--- config.mk ---
export PLATFORM = sky130hd
export DESIGN_NAME = ehpd_time_ram
export DESIGN_NICKNAME = d
export VERILOG_FILES = /design/src/sv/ehpd_pkg.sv /design/src/sv/ehpd_time_ram.sv
export SDC_FILE = /design/constraint.sdc
export NUM_CORES = 2
export LEC_CHECK = 0
export ABC_AREA = 1
export BUFFER_PORTS_ARGS = -buffer_cell sky130_fd_sc_hd__buf_2
export CORE_MARGIN = 2
export CORE_UTILIZATION = 35
export CTS_CLUSTER_SIZE = 12
export DETAILED_ROUTE_END_ITERATION = 8
export PLACE_DENSITY_LB_ADDON = 0.12
export SLEW_MARGIN = 20
export SYNTH_ARGS = -nofsm -noshare
export SYNTH_HDL_FRONTEND = slang
export SYNTH_SLANG_ARGS = --single-unit
export TNS_END_PERCENT = 50
--- constraint.sdc ---
create_clock -name clk -period 14.5 [get_ports clk]
set_clock_uncertainty 0.1 [all_clocks]
set_input_delay 2.9 -clock clk [delete_from_list [all_inputs] [get_ports clk]]
set_output_delay 2.9 -clock clk [all_outputs]
set_load 0.005 [all_outputs]
--- src/sv/ehpd_pkg.sv ---
// Shared types and constants for the earliest-hit pair delta histogrammer.
// No dependencies; every other file imports this package.
package ehpd_pkg;

  localparam logic [7:0] TIMING_DEVICE = 8'd200;
  localparam int MAP_LEN = 32;
  localparam int IN_W = 72;
  localparam int OUT_W = 280;

  // Electronics channel to detector channel.
  localparam logic [5:0] CHAN_MAP [MAP_LEN] = '{
    6'd22, 6'd20, 6'd18, 6'd16, 6'd24, 6'd26, 6'd28, 6'd30,
    6'd25, 6'd27, 6'd29, 6'd31, 6'd23, 6'd21, 6'd19, 6'd17,
    6'd9,  6'd11, 6'd13, 6'd15, 6'd7,  6'd5,  6'd3,  6'd1,
    6'd6,  6'd4,  6'd2,  6'd0,  6'd8,  6'd10, 6'd12, 6'd14
  };

  typedef enum logic [1:0] {
    MODE_HIT   = 2'd0,
    MODE_FRAME = 2'd1,
    MODE_READ  = 2'd2
  } ehpd_mode_t;

  typedef enum logic [3:0] {
    ST_CLEAR,
    ST_IDLE,
    ST_HIT_WR,
    ST_RD_PAIR,
    ST_RD_ADDR,
    ST_RD_MEM,
    ST_RD_DATA,
    ST_FR_TIME,
    ST_FR_BIN,
    ST_FR_HRD,
    ST_FR_HWR,
    ST_DONE
  } ehpd_state_t;

endpackage

--- src/sv/ehpd_time_ram.sv ---
// Earliest-time store: one write port, two registered read ports.
// Depends on nothing but the package.
module ehpd_time_ram
  import ehpd_pkg::*;
#(
  parameter int AW = 6
) (
  input  logic          clk,
  input  logic          we,
  input  logic [AW-1:0] waddr,
  input  logic [31:0]   wdata,
  input  logic [AW-1:0] raddr_a,
  input  logic [AW-1:0] raddr_b,
  output logic [31:0]   rdata_a,
  output logic [31:0]   rdata_b
);

  logic [31:0] mem [2**AW];

  always_ff @(posedge clk) begin
    if (we) begin
      mem[waddr] <= wdata;
    end
    rdata_a <= mem[raddr_a];
    rdata_b <= mem[raddr_b];
  end

endmodule

---- Word level (Yosys, flattened, before mapping) ----
Memory sizes are Yosys's and may differ from the RTL's. A register that Yosys moved wholly into a read port is not among the register bits.
Cells that the tools add are included.
storage, ports and cells
  bits in registers ....................... 0
  RAM bits ................................ 2048
  input bits .............................. 52
  output and inout port bits .............. 64
  logic and storage cells ................. 3
  memories ................................ 1
memory list
  memory  words  width  read ports  clocked after memory_dff  wr ports  line                 text
  mem     64     32     2           2                         1         ehpd_time_ram.sv:18  logic [31:0] mem [2**AW];
operators by class
  multiplexer cells ....................... 2
operators with widths
  operator  count
  $mux 1    2

---- Depth between registers and ports, before layout ----
  word-level depth ........................ 2
  gate-level depth with buffers ........... 13
  depth with buffers taken out ............ 9

---- Worst setup path after synthesis ----
OpenSTA, ideal clock, no wires.
  path type ............................... input-to-reg
  start ................................... input port we
  end ..................................... memory mem[48][0], enable pin
  setup time .............................. 0.502 ns
  data arrival time ....................... 6.528 ns
  data required time ...................... 13.898 ns
  path slack .............................. 7.370 ns
  stages on the path ...................... 3
  buffers on the path ..................... 1
  cells stage by stage .................... clkbuf_1 -> nand4_1 -> nor4_1
on the way
  word-level cells in the longest chain between the ends .. 2
RTL lines
  what                          line                 text
  start, declared               ehpd_time_ram.sv:9   input logic we,
  $mux 1                        ehpd_time_ram.sv:21  if (we) begin
  $mux 1 (implied by the code)  ehpd_time_ram.sv:22  mem[waddr] <= wdata;
  end, declared                 ehpd_time_ram.sv:18
Every way passes these cells.

==> metrics.txt <==
Seq cells post-synth 2112; Fill cells 28500; total nets after synthesis 11500; post_cts resized 0; vias 90000; chip height 548 µm; Tot Pwr 14.4 mW; Worst Hold Class reg -> reg; Worst Path Arrival 7.55 ns; die area 301000 µm²; Seq/Total Area, Yosys 0.606; multi-input logic area 36700 µm²; Critical Path End Type flop; total grt overflow 0; via/cell ratio 5.88; pin count of the biggest net entering global routing 204; Final Instance Area 115000 µm²; num rows 199; DP Area 107000 µm²; post-synthesis xor/xnor area fraction 0; area delta synth->final 11.3%; GPL Wtd Cong 0.867; Tot GR Track Use 0.301; required time worst endpoint 15.26 ns; nets 11200; CTS tree yes; synth warn 0; die width 548 µm; setup slack after layout 7.71 ns; final setup fails 0; Slew Limit Fails 0; Post-CTS Setup Inserts 0; Synth Area in Compound Gates 0; Reg clk slew, reported paths 0.06 ns; Routed WL per cell 30.4 µm; CTS sink count 2112; Post-Synth Adder-Cell Area 0; largest family of logic cells by synthesized area simple AND/OR/NAND/NOR gates; initial antenna violation count 51; Detailed Route Iter0 Violations 12200; Mean Syn Cell Area 9.09 µm²; pre-CTS setup slack 6.97 ns; final wirelength 465000 µm; Pwr Density 125 nW/µm²; Max VDD drop 0.100 mV; htree depth 4; first-pass GRT wire length 650000 µm; DP Cell Count 14800; Post-Synth Simple-Gate Area 0.350; layout cells sized above 1 0.0687; Slew Limit Headroom 0.161; Skew-Pair Late Insertion Delay 0.95 ns; RSZ-0062 raised after global routing false; Hold Fails Final Rpt 0; Remaining DRCs 0; hold_ws 0.732 ns; Post-CTS Hold Buffers 0; DRT Pass-1 Iters 8; initial core utilization 0.352; Post-Layout Cell Count 15300; Core Util, Final 0.392; Routed Antenna Nets 0; crit share post-route 0.468; IO Count 116; Setup TNS Final 0 ns; IO Port Bufs 115; vias in the first global route 85400; Least-Margin Pin Slew 1.25 ns; Max Clock Freq 0.147 GHz; Lkg Pwr 42.9 nW; Reg area 62800 µm²; CTS Root Cell clkbuf_16; Mapped Area 104000 µm²; status finished, final reports clean; Synth cell types 16; Floorplan Core Area 294000 µm²; TritonCTS buffer count 245; crit start category input pin; max cap viols 0; critical path peak fanout 159; synthesized netlist cell count 11400; worst setup path class in -> reg; min Tclk post-route 6.79 ns; clock tree buffer depth 4; Final HPWL DP 247000 µm; mux cell area share after synthesis 0
[synthesized netlist by cell type]
cell type,instances,area share
nand2_1,4498,0.16
nand3_1,3806,0.18
edfxtp_1,2048,0.59
buf_2,511,0.025
clkbuf_1,171,0.0062
buf_1,95,0.0034
buf_4,86,0.0062
dfxtp_1,64,0.012
nor2_1,56,0.0020
buf_6,30,0.0033
inv_1,12,0.00043
nand4_1,9,0.00054
nor4_1,8,0.00048
inv_2,4,0.00014
inv_4,2,0.00012
buf_8,1,0.00014
[layout by cell type (no fill, tap or decap), types with 46 or more instances in the layout]
cell type     n
buf_2        97
clkbuf_1     68
diode_2      69
clkbuf_16   250
clkinv_2     46
nor2_4       56
dfxtp_1      64
edfxtp_1   2048
nand3_1    3806
buf_4       215
nand2_1    4498
[routing by layer]
metal	global-route usage	routed length (µm)
met1	0.392	184000
met2	0.477	210000
met3	0.0513	43400
met4	0.164	26900
met5	0	63
[state kept, by name, summed over array words and instances, names as in the netlist]
signal,count
rdata_a,32
rdata_b,32
mem,2048
[logic make-up (layout without fill, tap and decap cells)]
kind of cell | Yosys count | in the layout
buffers and inverters | 912 | 826
and+or+nand+nor | 8377 | 8377
DFF | 2112 | 2112
other | 0 | 69
[final timing paths]
check	startpoint	endpoint	slack, ns	cells after the start
hold reg to reg	mem[48][29]	rdata_a[29]	0.73	8
setup reg to reg	mem[16][4]	rdata_b[4]	12.42	8
hold / removal	mem[48][29]	rdata_a[29]	0.73	8
setup / recovery	raddr_a[0]	rdata_a[6]	7.71	13
[where the power goes]
group | switching, mW | internal (mW) | total (mW)
Sequential | 0.0711 | 6.76 | 6.83
Clock | 2.60 | 3.52 | 6.12
Combinational | 1.11 | 0.339 | 1.45
Total | 3.77 | 10.6 | 14.4
[critical path, cell delays in order]
cell and delay, ns:
buf_8 0.37, buf_12 0.67, buf_4 0.81, buf_4 0.93
buf_4 0.73, nand2_1 0.11, nand3_1 0.11, nand3_1 0.12
nand3_1 0.16, nand2_1 0.07, nand2_1 0.07, nand3_1 0.09
nand2_1 0.08
[layout make-up]
cell class | instances | share of cell area
inverter | 18 | 0.00130
antenna | 69 | 0.00150
timing repair buffer | 353 | 0.0253
multi-input combinational | 8377 | 0.318
clock buffer | 352 | 0.0605
tap | 3919 | 0.0425
clock inverter | 103 | 0.00687
sequential | 2112 | 0.544
(Power assumes the default switching activity.)
